$ cat src/rtl/core/ront_pkg.sv
package ront_pkg;

	localparam int TABLE_DEPTH = 16;
	localparam int PROTECTED   = 4;
	localparam int ID_BITS     = 32;

	localparam int FIELD_W  = 32;
	localparam int STATUS_W = 3;
	localparam int COUNT_W  = 5;
	localparam int IN_W     = ((2 * FIELD_W + 7) / 8) * 8;
	localparam int OUT_W    = ((5 * FIELD_W + COUNT_W + 7) / 8) * 8;

	localparam logic OP_INSERT = 1'b0;
	localparam logic OP_LOOKUP = 1'b1;

	typedef enum logic [STATUS_W-1:0] {
		STS_OWN       = 3'd0,
		STS_REFRESHED = 3'd1,
		STS_INSERTED  = 3'd2,
		STS_EVICTED   = 3'd3,
		STS_LOOKUP    = 3'd4
	} status_t;

	typedef enum logic [1:0] {
		SW_SCAN   = 2'd0,
		SW_REMOVE = 2'd1,
		SW_SHIFT  = 2'd2
	} sweep_t;

	typedef struct packed {
		logic   take;
		logic   sweep_start;
		sweep_t sweep_kind;
		logic   sweep_run;
		logic   refresh;
		logic   put;
		logic   cnt_dec;
		logic   mark_evict;
		logic   rd_head;
		logic   rd_tail;
		logic   load_out;
	} ront_cmd_t;

	typedef struct packed {
		logic is_lookup;
		logic key_own;
		logic found;
		logic full;
		logic sweep_done;
	} ront_stat_t;

endpackage

$ cat src/rtl/core/ront_ram.sv
module ront_ram #(
	parameter int WIDTH = 32,
	parameter int DEPTH = 16
) (
	input  logic                     clk,
	input  logic                     we,
	input  logic [$clog2(DEPTH)-1:0] waddr,
	input  logic [WIDTH-1:0]         wdata,
	input  logic                     re,
	input  logic [$clog2(DEPTH)-1:0] raddr,
	output logic [WIDTH-1:0]         rdata
);

	logic [WIDTH-1:0] mem_q [DEPTH];

	always_ff @(posedge clk) begin
		if (we) begin
			mem_q[waddr] <= wdata;
		end
		if (re) begin
			rdata <= mem_q[raddr];
		end
	end

endmodule

$ cat src/rtl/core/ront_ctrl.sv
module ront_ctrl (
	input  logic                 clk,
	input  logic                 arst_n,
	input  logic                 s_tvalid,
	output logic                 s_tready,
	output logic                 m_tvalid,
	input  logic                 m_tready,
	input  ront_pkg::ront_stat_t st,
	output ront_pkg::ront_cmd_t  cmd
);

	typedef enum logic [9:0] {
		ST_IDLE    = 10'b0000000001,
		ST_START   = 10'b0000000010,
		ST_SCAN    = 10'b0000000100,
		ST_REMOVE  = 10'b0000001000,
		ST_SHIFT   = 10'b0000010000,
		ST_PUT     = 10'b0000100000,
		ST_REFRESH = 10'b0001000000,
		ST_HEAD    = 10'b0010000000,
		ST_TAIL    = 10'b0100000000,
		ST_RESULT  = 10'b1000000000
	} state_t;

	state_t state_q, state_d;
	logic   m_tvalid_q;

	assign s_tready = (state_q == ST_IDLE);
	assign m_tvalid = m_tvalid_q;

	always_comb begin
		cmd     = '0;
		state_d = state_q;
		unique case (state_q)
			ST_IDLE: begin
				if (s_tvalid) begin
					cmd.take = 1'b1;
					state_d  = ST_START;
				end
			end
			ST_START: begin
				if (!st.is_lookup && st.key_own) begin
					state_d = ST_HEAD;
				end else begin
					cmd.sweep_start = 1'b1;
					cmd.sweep_kind  = ront_pkg::SW_SCAN;
					state_d         = ST_SCAN;
				end
			end
			ST_SCAN: begin
				cmd.sweep_run = 1'b1;
				if (st.sweep_done) begin
					priority if (st.is_lookup) begin
						state_d = ST_HEAD;
					end else if (st.found) begin
						state_d = ST_REFRESH;
					end else if (st.full) begin
						cmd.mark_evict  = 1'b1;
						cmd.sweep_start = 1'b1;
						cmd.sweep_kind  = ront_pkg::SW_REMOVE;
						state_d         = ST_REMOVE;
					end else begin
						cmd.sweep_start = 1'b1;
						cmd.sweep_kind  = ront_pkg::SW_SHIFT;
						state_d         = ST_SHIFT;
					end
				end
			end
			ST_REMOVE: begin
				cmd.sweep_run = 1'b1;
				if (st.sweep_done) begin
					// table shrank by one; locate the new key again
					cmd.cnt_dec     = 1'b1;
					cmd.sweep_start = 1'b1;
					cmd.sweep_kind  = ront_pkg::SW_SCAN;
					state_d         = ST_SCAN;
				end
			end
			ST_SHIFT: begin
				cmd.sweep_run = 1'b1;
				if (st.sweep_done) begin
					state_d = ST_PUT;
				end
			end
			ST_PUT: begin
				cmd.put = 1'b1;
				state_d = ST_HEAD;
			end
			ST_REFRESH: begin
				cmd.refresh = 1'b1;
				state_d     = ST_HEAD;
			end
			ST_HEAD: begin
				cmd.rd_head = 1'b1;
				state_d     = ST_TAIL;
			end
			ST_TAIL: begin
				cmd.rd_tail = 1'b1;
				state_d     = ST_RESULT;
			end
			ST_RESULT: begin
				if (!m_tvalid_q || m_tready) begin
					cmd.load_out = 1'b1;
					state_d      = ST_IDLE;
				end
			end
			default: begin
				state_d = ST_IDLE;
			end
		endcase
	end

	always_ff @(posedge clk or negedge arst_n) begin
		if (!arst_n) begin
			state_q    <= ST_IDLE;
			m_tvalid_q <= 1'b0;
		end else begin
			state_q <= state_d;
			if (cmd.load_out) begin
				m_tvalid_q <= 1'b1;
			end else if (m_tready) begin
				m_tvalid_q <= 1'b0;
			end
		end
	end

endmodule

$ cat src/rtl/core/ront_dpath.sv
module ront_dpath #(
	parameter int TABLE_DEPTH = ront_pkg::TABLE_DEPTH,
	parameter int PROTECTED   = ront_pkg::PROTECTED,
	parameter int ID_BITS     = ront_pkg::ID_BITS
) (
	input  logic                        clk,
	input  logic                        arst_n,
	input  logic                        cfg_we,
	input  logic [ront_pkg::FIELD_W-1:0] cfg_wdata,
	input  logic                        s_tuser,
	input  logic [ront_pkg::IN_W-1:0]   s_tdata,
	output logic [ront_pkg::OUT_W-1:0]  m_tdata,
	output logic [ront_pkg::STATUS_W-1:0] m_tuser,
	input  ront_pkg::ront_cmd_t         cmd,
	output ront_pkg::ront_stat_t        st
);

	localparam int FW    = ront_pkg::FIELD_W;
	localparam int ID_W  = (ID_BITS < FW) ? ID_BITS : FW;
	localparam int AW    = $clog2(TABLE_DEPTH);
	localparam int CNT_W = $clog2(TABLE_DEPTH + 1);
	localparam int EVICT_START = (PROTECTED - 1 < TABLE_DEPTH - 1) ?
	                             (PROTECTED - 1) : (TABLE_DEPTH - 1);
	localparam logic [CNT_W-1:0] FULL_CNT  = CNT_W'(TABLE_DEPTH);
	localparam logic [AW-1:0]    EVICT_IDX = AW'(EVICT_START);
	localparam int PAD_W = ront_pkg::OUT_W - 5 * FW - ront_pkg::COUNT_W;

	// x lies strictly inside the clockwise arc (a, b); a == b covers the whole ring
	function automatic logic ring_between(input logic [ID_W-1:0] x,
	                                      input logic [ID_W-1:0] a,
	                                      input logic [ID_W-1:0] b);
		logic [ID_BITS-1:0] dx;
		logic [ID_BITS-1:0] db;
		dx = ID_BITS'(x) - ID_BITS'(a);
		db = ID_BITS'(b) - ID_BITS'(a);
		return (a == b) || ((dx != '0) && (dx < db));
	endfunction

	logic [ID_W-1:0]  own_q;
	logic             op_q;
	logic [ID_W-1:0]  key_q;
	logic [FW-1:0]    now_q;
	logic [CNT_W-1:0] count_q;

	ront_pkg::sweep_t kind_q;
	logic [CNT_W-1:0] a_q;
	logic             rv_s1;
	logic [AW-1:0]    ridx_s1;

	logic             found_q;
	logic [AW-1:0]    found_idx_q;
	logic             lru_v_q;
	logic [FW-1:0]    lru_time_q;
	logic [AW-1:0]    lru_idx_q;
	logic [ID_W-1:0]  lru_id_q;
	logic             hit_v_q;
	logic [AW-1:0]    pos_q;
	logic [ID_W-1:0]  pred_q;
	logic [ID_W-1:0]  succ_q;
	logic [ID_W-1:0]  prev_q;
	logic             evict_q;
	logic [ID_W-1:0]  evicted_id_q;
	logic [ID_W-1:0]  first_q;

	logic [ront_pkg::OUT_W-1:0]    out_tdata_q;
	logic [ront_pkg::STATUS_W-1:0] out_tuser_q;

	logic             ram_re;
	logic [AW-1:0]    ram_raddr;
	logic [ID_W-1:0]  rd_id;
	logic [FW-1:0]    rd_time;
	logic             id_we;
	logic             time_we;
	logic [AW-1:0]    ram_waddr;
	logic [ID_W-1:0]  wr_id;
	logic [FW-1:0]    wr_time;

	logic             issue_ok;
	logic             issue;
	logic [CNT_W-1:0] a_dec;
	logic [CNT_W-1:0] cnt_dec;
	logic [CNT_W-1:0] pos_w;
	logic [AW-1:0]    sweep_addr;
	logic             key_own;
	logic             scan_hit;
	ront_pkg::status_t sts;
	logic [ID_W-1:0]  pred_out;
	logic [ID_W-1:0]  succ_out;
	logic [ID_W-1:0]  evict_out;
	logic [ID_W-1:0]  first_out;
	logic [ID_W-1:0]  final_out;

	assign key_own = (key_q == own_q);
	assign a_dec   = a_q - CNT_W'(1);
	assign cnt_dec = count_q - CNT_W'(1);
	assign pos_w   = hit_v_q ? CNT_W'(pos_q) : count_q;

	// shift sweep walks down from the tail, the others walk up from a start index
	always_comb begin
		if (kind_q == ront_pkg::SW_SHIFT) begin
			issue_ok   = (a_q > pos_w);
			sweep_addr = a_dec[AW-1:0];
		end else begin
			issue_ok   = (a_q < count_q);
			sweep_addr = a_q[AW-1:0];
		end
	end

	assign issue = cmd.sweep_run && issue_ok;

	always_comb begin
		ram_re = issue || cmd.rd_head || cmd.rd_tail;
		priority if (cmd.rd_head) begin
			ram_raddr = '0;
		end else if (cmd.rd_tail) begin
			ram_raddr = cnt_dec[AW-1:0];
		end else begin
			ram_raddr = sweep_addr;
		end
	end

	always_comb begin
		id_we     = 1'b0;
		time_we   = 1'b0;
		ram_waddr = ridx_s1;
		wr_id     = rd_id;
		wr_time   = rd_time;
		priority if (rv_s1 && kind_q == ront_pkg::SW_REMOVE) begin
			id_we     = 1'b1;
			time_we   = 1'b1;
			ram_waddr = ridx_s1 - AW'(1);
		end else if (rv_s1 && kind_q == ront_pkg::SW_SHIFT) begin
			id_we     = 1'b1;
			time_we   = 1'b1;
			ram_waddr = ridx_s1 + AW'(1);
		end else if (cmd.put) begin
			id_we     = 1'b1;
			time_we   = 1'b1;
			ram_waddr = pos_w[AW-1:0];
			wr_id     = key_q;
			wr_time   = now_q;
		end else if (cmd.refresh) begin
			time_we   = 1'b1;
			ram_waddr = found_idx_q;
			wr_time   = now_q;
		end
	end

	ront_ram #(
		.WIDTH(ID_W),
		.DEPTH(TABLE_DEPTH)
	) u_id_ram (
		.clk  (clk),
		.we   (id_we),
		.waddr(ram_waddr),
		.wdata(wr_id),
		.re   (ram_re),
		.raddr(ram_raddr),
		.rdata(rd_id)
	);

	ront_ram #(
		.WIDTH(FW),
		.DEPTH(TABLE_DEPTH)
	) u_time_ram (
		.clk  (clk),
		.we   (time_we),
		.waddr(ram_waddr),
		.wdata(wr_time),
		.re   (ram_re),
		.raddr(ram_raddr),
		.rdata(rd_time)
	);

	// control registers
	always_ff @(posedge clk or negedge arst_n) begin
		if (!arst_n) begin
			own_q   <= '0;
			count_q <= '0;
			kind_q  <= ront_pkg::SW_SCAN;
			a_q     <= '0;
			rv_s1   <= 1'b0;
			found_q <= 1'b0;
			lru_v_q <= 1'b0;
			hit_v_q <= 1'b0;
			evict_q <= 1'b0;
		end else begin
			if (cfg_we) begin
				own_q <= cfg_wdata[ID_W-1:0];
			end
			if (cmd.put) begin
				count_q <= count_q + CNT_W'(1);
			end else if (cmd.cnt_dec) begin
				count_q <= cnt_dec;
			end
			if (cmd.sweep_start) begin
				kind_q <= cmd.sweep_kind;
				rv_s1  <= 1'b0;
				unique case (cmd.sweep_kind)
					ront_pkg::SW_REMOVE: a_q <= CNT_W'(lru_idx_q) + CNT_W'(1);
					ront_pkg::SW_SHIFT:  a_q <= count_q;
					default:             a_q <= '0;
				endcase
			end else begin
				rv_s1 <= issue;
				if (issue) begin
					a_q <= (kind_q == ront_pkg::SW_SHIFT) ? a_dec : a_q + CNT_W'(1);
				end
			end
			if (cmd.sweep_start && cmd.sweep_kind == ront_pkg::SW_SCAN) begin
				found_q <= 1'b0;
				lru_v_q <= 1'b0;
				hit_v_q <= 1'b0;
			end else if (rv_s1 && kind_q == ront_pkg::SW_SCAN) begin
				if (!found_q && rd_id == key_q) begin
					found_q <= 1'b1;
				end
				if (ridx_s1 >= EVICT_IDX && (!lru_v_q || rd_time < lru_time_q)) begin
					lru_v_q <= 1'b1;
				end
				if (!hit_v_q && scan_hit) begin
					hit_v_q <= 1'b1;
				end
			end
			if (cmd.take) begin
				evict_q <= 1'b0;
			end else if (cmd.mark_evict) begin
				evict_q <= 1'b1;
			end
		end
	end

	assign scan_hit = ring_between(key_q, prev_q, rd_id) || (rd_id == key_q);

	// payload registers
	always_ff @(posedge clk) begin
		if (cmd.take) begin
			op_q  <= s_tuser;
			key_q <= s_tdata[ID_W-1:0];
			now_q <= s_tdata[2*FW-1:FW];
		end
		if (issue) begin
			ridx_s1 <= ram_raddr;
		end
		if (cmd.sweep_start && cmd.sweep_kind == ront_pkg::SW_SCAN) begin
			prev_q <= own_q;
		end else if (rv_s1 && kind_q == ront_pkg::SW_SCAN) begin
			prev_q <= rd_id;
			if (!found_q && rd_id == key_q) begin
				found_idx_q <= ridx_s1;
			end
			if (ridx_s1 >= EVICT_IDX && (!lru_v_q || rd_time < lru_time_q)) begin
				lru_time_q <= rd_time;
				lru_idx_q  <= ridx_s1;
				lru_id_q   <= rd_id;
			end
			if (!hit_v_q && scan_hit) begin
				pos_q  <= ridx_s1;
				pred_q <= prev_q;
				succ_q <= rd_id;
			end
		end
		if (cmd.mark_evict) begin
			evicted_id_q <= lru_id_q;
		end
		if (cmd.rd_tail) begin
			first_q <= rd_id;
		end
		if (cmd.load_out) begin
			out_tuser_q <= sts;
			out_tdata_q <= {{PAD_W{1'b0}},
			                ront_pkg::COUNT_W'(count_q),
			                FW'(final_out),
			                FW'(first_out),
			                FW'(evict_out),
			                FW'(succ_out),
			                FW'(pred_out)};
		end
	end

	always_comb begin
		priority if (op_q == ront_pkg::OP_LOOKUP) begin
			sts = ront_pkg::STS_LOOKUP;
		end else if (key_own) begin
			sts = ront_pkg::STS_OWN;
		end else if (found_q) begin
			sts = ront_pkg::STS_REFRESHED;
		end else if (evict_q) begin
			sts = ront_pkg::STS_EVICTED;
		end else begin
			sts = ront_pkg::STS_INSERTED;
		end
	end

	// no hit in the scan: key falls between the tail and the own id
	always_comb begin
		if (op_q == ront_pkg::OP_LOOKUP) begin
			pred_out = hit_v_q ? pred_q : prev_q;
			succ_out = hit_v_q ? succ_q : own_q;
		end else begin
			pred_out = '0;
			succ_out = '0;
		end
		evict_out = (sts == ront_pkg::STS_EVICTED) ? evicted_id_q : '0;
		// rd_id still holds the tail read
		first_out = (count_q != '0) ? first_q : own_q;
		final_out = (count_q != '0) ? rd_id : own_q;
	end

	assign m_tdata = out_tdata_q;
	assign m_tuser = out_tuser_q;

	assign st.is_lookup  = (op_q == ront_pkg::OP_LOOKUP);
	assign st.key_own    = key_own;
	assign st.found      = found_q;
	assign st.full       = (count_q == FULL_CNT);
	assign st.sweep_done = !issue_ok && !rv_s1;

endmodule

$ cat src/rtl/core/ring_ordered_neighbor_table_core.sv
// Ring neighbor table: holds up to TABLE_DEPTH ids in clockwise order from own_id, each
// with a last-used tick, in a pair of single-port-read RAMs walked by a sweep counter
// one entry per cycle. A lookup or a refresh scans the entries; a plain insert scans,
// then shifts the entries behind the new slot; an insert that evicts the least recently
// used unprotected entry scans, closes the gap, scans again and shifts. An own-id insert
// does no scan. Items are handled one at a time; a finished result sits in the output
// register while the next transaction is accepted and worked on.
module ring_ordered_neighbor_table_core #(
	parameter int TABLE_DEPTH = ront_pkg::TABLE_DEPTH,
	parameter int PROTECTED   = ront_pkg::PROTECTED,
	parameter int ID_BITS     = ront_pkg::ID_BITS
) (
	input  logic                          clk,
	input  logic                          arst_n,
	input  logic                          cfg_we,
	input  logic [ront_pkg::FIELD_W-1:0]  cfg_wdata,   // own_id
	input  logic                          s_tvalid,
	output logic                          s_tready,
	input  logic [ront_pkg::IN_W-1:0]     s_tdata,     // key, now
	input  logic                          s_tuser,     // opcode
	output logic                          m_tvalid,
	input  logic                          m_tready,
	// pred_id, succ_id, evicted_id, first_id, final_id, entry_count
	output logic [ront_pkg::OUT_W-1:0]    m_tdata,
	output logic [ront_pkg::STATUS_W-1:0] m_tuser      // status
);

	ront_pkg::ront_cmd_t  cmd;
	ront_pkg::ront_stat_t st;

	ront_ctrl u_ctrl (
		.clk     (clk),
		.arst_n  (arst_n),
		.s_tvalid(s_tvalid),
		.s_tready(s_tready),
		.m_tvalid(m_tvalid),
		.m_tready(m_tready),
		.st      (st),
		.cmd     (cmd)
	);

	ront_dpath #(
		.TABLE_DEPTH(TABLE_DEPTH),
		.PROTECTED  (PROTECTED),
		.ID_BITS    (ID_BITS)
	) u_dpath (
		.clk      (clk),
		.arst_n   (arst_n),
		.cfg_we   (cfg_we),
		.cfg_wdata(cfg_wdata),
		.s_tuser  (s_tuser),
		.s_tdata  (s_tdata),
		.m_tdata  (m_tdata),
		.m_tuser  (m_tuser),
		.cmd      (cmd),
		.st       (st)
	);

`ifndef SYNTHESIS
	a_one_in_flight: assert property (@(posedge clk) disable iff (!arst_n)
		(s_tvalid && s_tready) |=> !s_tready)
		else $error("input accepted while a transaction is in flight");

	a_out_slot_free: assert property (@(posedge clk) disable iff (!arst_n)
		cmd.load_out |-> (!m_tvalid || m_tready))
		else $error("result register overwritten before it was taken");

	a_put_not_full: assert property (@(posedge clk) disable iff (!arst_n)
		cmd.put |-> !st.full)
		else $error("entry placed into a full table");

	a_single_action: assert property (@(posedge clk) disable iff (!arst_n)
		$onehot0({cmd.take, cmd.refresh, cmd.put, cmd.rd_head, cmd.rd_tail, cmd.load_out}))
		else $error("conflicting datapath commands");
`endif

endmodule

$ cat config.mk
export PLATFORM = sky130hd
export DESIGN_NAME = ring_ordered_neighbor_table_core
export DESIGN_NICKNAME = d
export VERILOG_FILES = /design/src/rtl/core/ront_pkg.sv /design/src/rtl/core/ront_ram.sv /design/src/rtl/core/ront_ctrl.sv /design/src/rtl/core/ront_dpath.sv /design/src/rtl/core/ring_ordered_neighbor_table_core.sv
export SDC_FILE = /design/constraint.sdc
export NUM_CORES = 2
export LEC_CHECK = 0
export BUFFER_PORTS_ARGS = -buffer_cell sky130_fd_sc_hd__buf_2
export CORE_MARGIN = 2
export CORE_UTILIZATION = 45
export CTS_CLUSTER_DIAMETER = 200
export DETAILED_ROUTE_END_ITERATION = 8
export SLEW_MARGIN = 20
export SYNTH_ARGS = -nofsm -noshare
export SYNTH_HDL_FRONTEND = slang
export SYNTH_SLANG_ARGS = --single-unit
$ cat constraint.sdc
create_clock -name clk -period 17.1 [get_ports clk]
set_clock_uncertainty 0.15 [all_clocks]
set_input_delay 3.42 -clock clk [delete_from_list [all_inputs] [get_ports clk]]
set_output_delay 3.42 -clock clk [all_outputs]
set_load 0.02 [all_outputs]
-- After elaboration in Yosys (flattened, before gate mapping)
Memories as Yosys holds them, arrays and structs flattened. A register that Yosys moved wholly into a read port is not among the register bits.
Index checks and enable logic that the tools add are counted.
- $add $sub $neg: 9
- multiply operators: 0
- divide/modulo/power cells: 0
- $lt $le $gt $ge: 5
- equality and inequality tests: 24
- shifts and indexed selects: 0
- muxes and demuxes: 90
- bitwise operators: 1
- reductions and logical operators: 45
- operators with widths (operator ; count):
    32-bit two-way mux ; 13
    32-bit equality test ; 3
    10-bit case mux with 9 select lines ; 1
    32-bit less-than comparator ; 2
    32-bit subtractor ; 2
    10-bit two-way mux ; 6
    1-bit two-way mux ; 43
    5-bit two-way mux ; 7
    32-bit nonzero test ; 1
    4-bit two-way mux ; 7
    3-bit two-way mux ; 8
    2-bit nonzero test ; 8
    1-bit logical AND ; 11
    5-bit by 1-bit adder with 5-bit output, second input constant ; 2
    10-bit by 1-bit equality test with 1-bit output, second input constant ; 1
    10-bit equality test, second input constant ; 1
    10-bit by 2-bit equality test with 1-bit output, second input constant ; 1
    10-bit by 3-bit equality test with 1-bit output, second input constant ; 1
    10-bit by 4-bit equality test with 1-bit output, second input constant ; 1
    10-bit by 5-bit equality test with 1-bit output, second input constant ; 1
    10-bit by 6-bit equality test with 1-bit output, second input constant ; 1
    10-bit by 7-bit equality test with 1-bit output, second input constant ; 1
    10-bit by 8-bit equality test with 1-bit output, second input constant ; 1
    10-bit by 9-bit equality test with 1-bit output, second input constant ; 1
    28 further kinds ; 50
- register bits: 533
- latch bits: 0
- RAM bits: 1024
- memory bits (read-only): 0
- input bits: 102
- output and inout port bits: 173
- word-level logic and storage cells: 205
- memories kept: 2
- memory list (memory ; depth ; width ; read ports ; clocked after memory_dff ; wr ports ; RTL line ; RTL):
    u_dpath.u_id_ram.mem_q ; 16 ; 32 ; 1 ; 1 ; 1 ; ront_ram.sv:14 ; logic [WIDTH-1:0] mem_q [DEPTH];
    u_dpath.u_time_ram.mem_q ; 16 ; 32 ; 1 ; 1 ; 1 ; ront_ram.sv:14 ;

-- Depth between registers and ports, before layout
- depth after elaboration: 11
- gate-level depth with buffers: 24
- gate-level depth less buffers: 24

-- Hierarchy
Synthesis repeated with hierarchy kept, for this count alone.
- cells, all modules: 3758
- area total of the unflattened synthesis: 66894.2 sq um
- modules (own cells, without submodules) (module ; times used ; cells an instance ; area each (sq um)):
    ront_ram ; 2 ; 838 ; 20155.6
    ront_dpath ; 1 ; 1994 ; 25756.0
    ront_ctrl ; 1 ; 88 ; 827.0

-- Worst setup path after synthesis
No wires, ideal clock.
- path kind: in2reg
- start: input m_tready
- end: register u_dpath.out_tdata_q (netlist bit u_dpath.m_tdata[0]) (enable)
- setup time: 0.752 ns
- arrival time: 11.544 ns
- slack: 4.655 ns
- stages on the path: 2
- cell sequence: inv_1 > a21oi_1
- RTL lines (item ; RTL line ; RTL):
    start, declared ; ring_ordered_neighbor_table_core.sv:22 ; input logic m_tready,
    end signal, assigned ; ront_dpath.sv:271 ; out_tdata_q <= {{PAD_W{1'b0}},
    end, declared ; ront_dpath.sv:65 ; logic [ront_pkg::OUT_W-1:0] out_tdata_q;

-- Worst setup path in the final report
- start: register u_dpath.u_id_ram.rdata[1], read port of u_dpath.u_id_ram.mem_q
- end: register u_dpath.pred_q[8] (enable)
- word-level cells in the longest chain between the ends: 7
- elaborated cells between the ends (all ways): 9
- RTL lines (item ; RTL line ; RTL):
    start, declared ; ront_ram.sv:11 ; output logic [WIDTH-1:0] rdata
    32-bit subtractor ; ront_dpath.sv:35 ; db = ID_BITS'(b) - ID_BITS'(a);
    32-bit less-than comparator ; ront_dpath.sv:36 ; return (a == b) || ((dx != '0) && (dx < db));
    1-bit logical AND ; ront_dpath.sv:36 ;
    1-bit logical OR ; ront_dpath.sv:36 ;
    1-bit logical OR * ; ront_dpath.sv:233 ; assign scan_hit = ring_between(key_q, prev_q, rd_id) || (rd_id == key_q);
    1-bit logical AND * ; ront_dpath.sv:257 ; if (!hit_v_q && scan_hit) begin
    3-bit AND reduction (no line) * ; -- ;
    end signal, assigned ; ront_dpath.sv:259 ; pred_q <= prev_q;
    end, declared ; ront_dpath.sv:58 ; logic [ID_W-1:0] pred_q;
Mark *: on every way between the ends. The rest lies on a longest branch, timed or not.
A chain may end at the register's enable or synchronous reset.

==> summary.md <==
| Metric | Value |
|---|---|
| Post-cts resize count | 0 |
| Reg clk slew, reported paths | 60 ps |
| Die H | 396 microns |
| P_leak | 27.7 nW |
| Initial antenna violation count | 9 |
| Synth area leaders | edfxtp_1, nand2_1, nand3_1 |
| Post-CTS setup buffer count | 0 |
| RSZ-0062 raised after global routing | no |
| Dpl cells | 7380 |
| Outcome | finished clean |
| Final Setup Violations | 0 |
| Sw Pwr | 0.00443 W |
| CTS root buffer | clkbuf_16 |
| Total global routing overflow | 0 |
| Post-synthesis cell type count | 101 |
| Routed vias | 43500 |
| Syn avg cell area | 13.1 sq um |
| Clock sink total | 1621 |
| Final Wtd Congestion | 0.929 |
| Most numerous cell in the Yosys netlist | edfxtp_1 |
| Ys flop type | edfxtp_1 |
| Crit Path Max Fanout | 24 |
| Vias in the first global route | 41400 |
| DRC Markers | 0 |
| Yosys top cell area share | 67.7% |
| Clock Power Share | 28.8% |
| Final worst slack | 10140 ps |
| Cell count after synthesis | 5276 |
| Total CTS buffers | 169 |
| Startpoint Class | register |
| Clk_lat worst skew | 830 ps |
| Setup TNS Final | 0 ps |
| Synth async-reset ratio | 3.70% |
| TritonCTS clock tree | built |
| Drt via density | 5.65 |
| Req. time, crit path | 17420 ps |
| Rows | 143 |
| Cell Pwr Density | 156 nW/um^2 |
| Design Area, Final | 78100 sq um |
| DP Area | 72800 sq um |
| Final period util | 40.7% |
| Worst slew pin tran | 1150 ps |
| WP data arrival | 7270 ps |
| Ant. Diodes | 0 |
| Post-synthesis sequential area ratio | 69.8% |
| Share of total power in sequential cells | 38.0% |
| Largest net degree at the start of global routing | 169 |
| Max Cap Viol | 0 |
| Die area | 157000 sq um |
| Layout cells sized above 1 | 13.9% |
| Antenna-violating nets left | 0 |
| Final Hold Vio Count | 0 |
| Slew headroom | 23.6% |
| Area Growth Syn to Fin | 12.7% |
| Switch share | 36.3% |
| H-tree Lvls | 4 |
| EDFF count, synth | 1561 |
| CORE AREA | 152000 sq um |
| Worst hold path class | register to register |
| Int Pwr | 0.00777 W |
| Post-route non-filler standard cell count | 7689 |
| Pre-CTS WS | 10150 ps |
| Number of synthesized register bits | 1621 |
| Starting DRT DRC Count | 4566 |
| Final WL | 188000 microns |
| First-pass GRT wire length | 275000 microns |
| Drt pass-1 iters | 5 |
| Initial Util | 45.4% |
| Pins Over Slew Limit | 0 |
| Min cycle time layout | 6960 ps |
| Post-synth top area cell | edfxtp_1 |
| Global Route Usage Sum | 23.5% |
| Final layout net count | 5771 |
| Critical path class | register to register |
| Combinational share of power | 33.2% |
| Max clock buf depth | 3 |
| Maximum vdd drop | 0.164 mV |
| Post-synth top cells | edfxtp_1, nand2_1, nand3_1 |
| Port bufs | 271 |
| Die width | 396 microns |
| Worst setup EP type | register |
| Syn Std Cell Area | 69300 sq um |
| Post-CTS Hold Fix Bufs | 0 |
| Fmax | 144 MHz |
| Detailed Place HPWL | 111000 microns |
| Wire per inst | 24.4 microns |
| I/O pins | 275 |
| Synthesis Warnings | 0 |
stage by stage:
stage               hold slack [ps]  utilization [%]  power, W
floorplan                       250                -   0.00761
global placement                251             47.7   0.00872
detailed placement              255             47.7   0.00874
CTS                             249             51.2    0.0122
global route                    249             51.2    0.0128
finish                          258             51.2    0.0122
final timing paths:
kind | from | endpoint | slack (ps) | cells after the start
max | u_dpath.u_id_ram.rdata[1] | u_dpath.pred_q[8] | 10140 | 21
max in group asynchronous | arst_n | u_dpath.hit_v_q | 13390 | 2
min | u_dpath.lru_id_q[20] | u_dpath.evicted_id_q[20] | 260 | 0
min reg2reg | u_dpath.lru_id_q[20] | u_dpath.evicted_id_q[20] | 260 | 0
min in group asynchronous | arst_n | u_dpath.own_q[14] | 2310 | 1
max reg2reg | u_dpath.u_id_ram.rdata[1] | u_dpath.pred_q[8] | 10140 | 21
power groups by stage:
| stage | logic (W) | registers (W) | clock network, W |
|---|---|---|---|
| 6_report | 0.00405 | 0.00464 | 0.00351 |
| 5_1_grt | 0.00447 | 0.00464 | 0.00372 |
| 4_1_cts | 0.00404 | 0.00464 | 0.00357 |
| 3_5_place_dp | 0.00402 | 0.00472 | 0 |
| 3_3_place_gp | 0.00400 | 0.00472 | 0 |
| 2_1_floorplan | 0.00296 | 0.00466 | 0 |
layer usage:
metal,vias to the layer above,routed length [microns],global-route usage (%)
met4,2,4240,6.27
met3,253,12300,3.32
met2,1580,90100,38.2
li1,19900,-,-
met5,-,11,0
met1,21700,81300,33.3
kinds of logic after synthesis:
kind of cell / after synthesis / share of synthesized area [%]
other cells: 1 / 0.00541
fa+ha+maj: 147 / 2.68
compound gates: 526 / 5.50
simple gates: 2269 / 14.6
mux: 202 / 3.14
flops: 1621 / 69.8
xor+xnor: 126 / 1.59
buf+inv: 384 / 2.61
cells in the final DEF, fill, tap and decap left out, drive strengths merged, types with 26 or more instances in the layout:
cell / count
nand2: 1279
buf: 349
nor2b: 80
nor2: 107
clkbuf: 231
a21oi: 89
xnor2: 62
mux2: 125
clkinv: 64
inv: 112
nand3: 533
nand4: 37
mux2i: 77
a21o: 61
xor2: 64
and3: 75
ha: 145
a311oi: 132
dfrtp: 59
a31oi: 71
o21ai: 57
and2: 48
edfxtp: 1561
nor3: 26
critical path, stage by stage, from the launching register on:
cell	delay, ps
edfxtp_1	560
ha_1	390
nor2b_1	150
o31a_1	280
o22ai_1	300
o211ai_1	270
a211oi_1	730
o211ai_1	200
a21oi_1	340
o21bai_1	100
a21oi_1	180
xor2_1	180
ha_1	260
nand2_1	100
nor3_1	60
a2111oi_0	340
o221ai_1	180
a21oi_1	160
o41ai_1	90
a2111oi_0	440
o41a_2	640
buf_4	460
area by class of cell:
class	count	area (sq um)
clock buffers	231	4560
clock inverters	77	738
fillers	12900	74400
inverters	108	430
multi-input cells	3273	19400
flip-flops and latches	1621	48400
well taps	2030	2540
repair buffers	349	2010
sequential cells by signal (all words and copies together), names as in the netlist, 5 cells and up:
| name | count |
|---|---|
| u_dpath.u_id_ram.mem_q | 512 |
| u_dpath.u_time_ram.mem_q | 512 |
| u_dpath.m_tdata | 165 |
| u_dpath.evicted_id_q | 32 |
| u_dpath.first_q | 32 |
| u_dpath.key_q | 32 |
| u_dpath.lru_id_q | 32 |
| u_dpath.lru_time_q | 32 |
| u_dpath.now_q | 32 |
| u_dpath.own_q | 32 |
| u_dpath.pred_q | 32 |
| u_dpath.prev_q | 32 |
| u_dpath.succ_q | 32 |
| u_dpath.u_id_ram.rdata | 32 |
| u_dpath.u_time_ram.rdata | 32 |
| u_ctrl.state_q | 10 |
| u_dpath.a_q | 5 |
| u_dpath.count_q | 5 |
No activity file was read; power rests on OpenSTA's default activity.
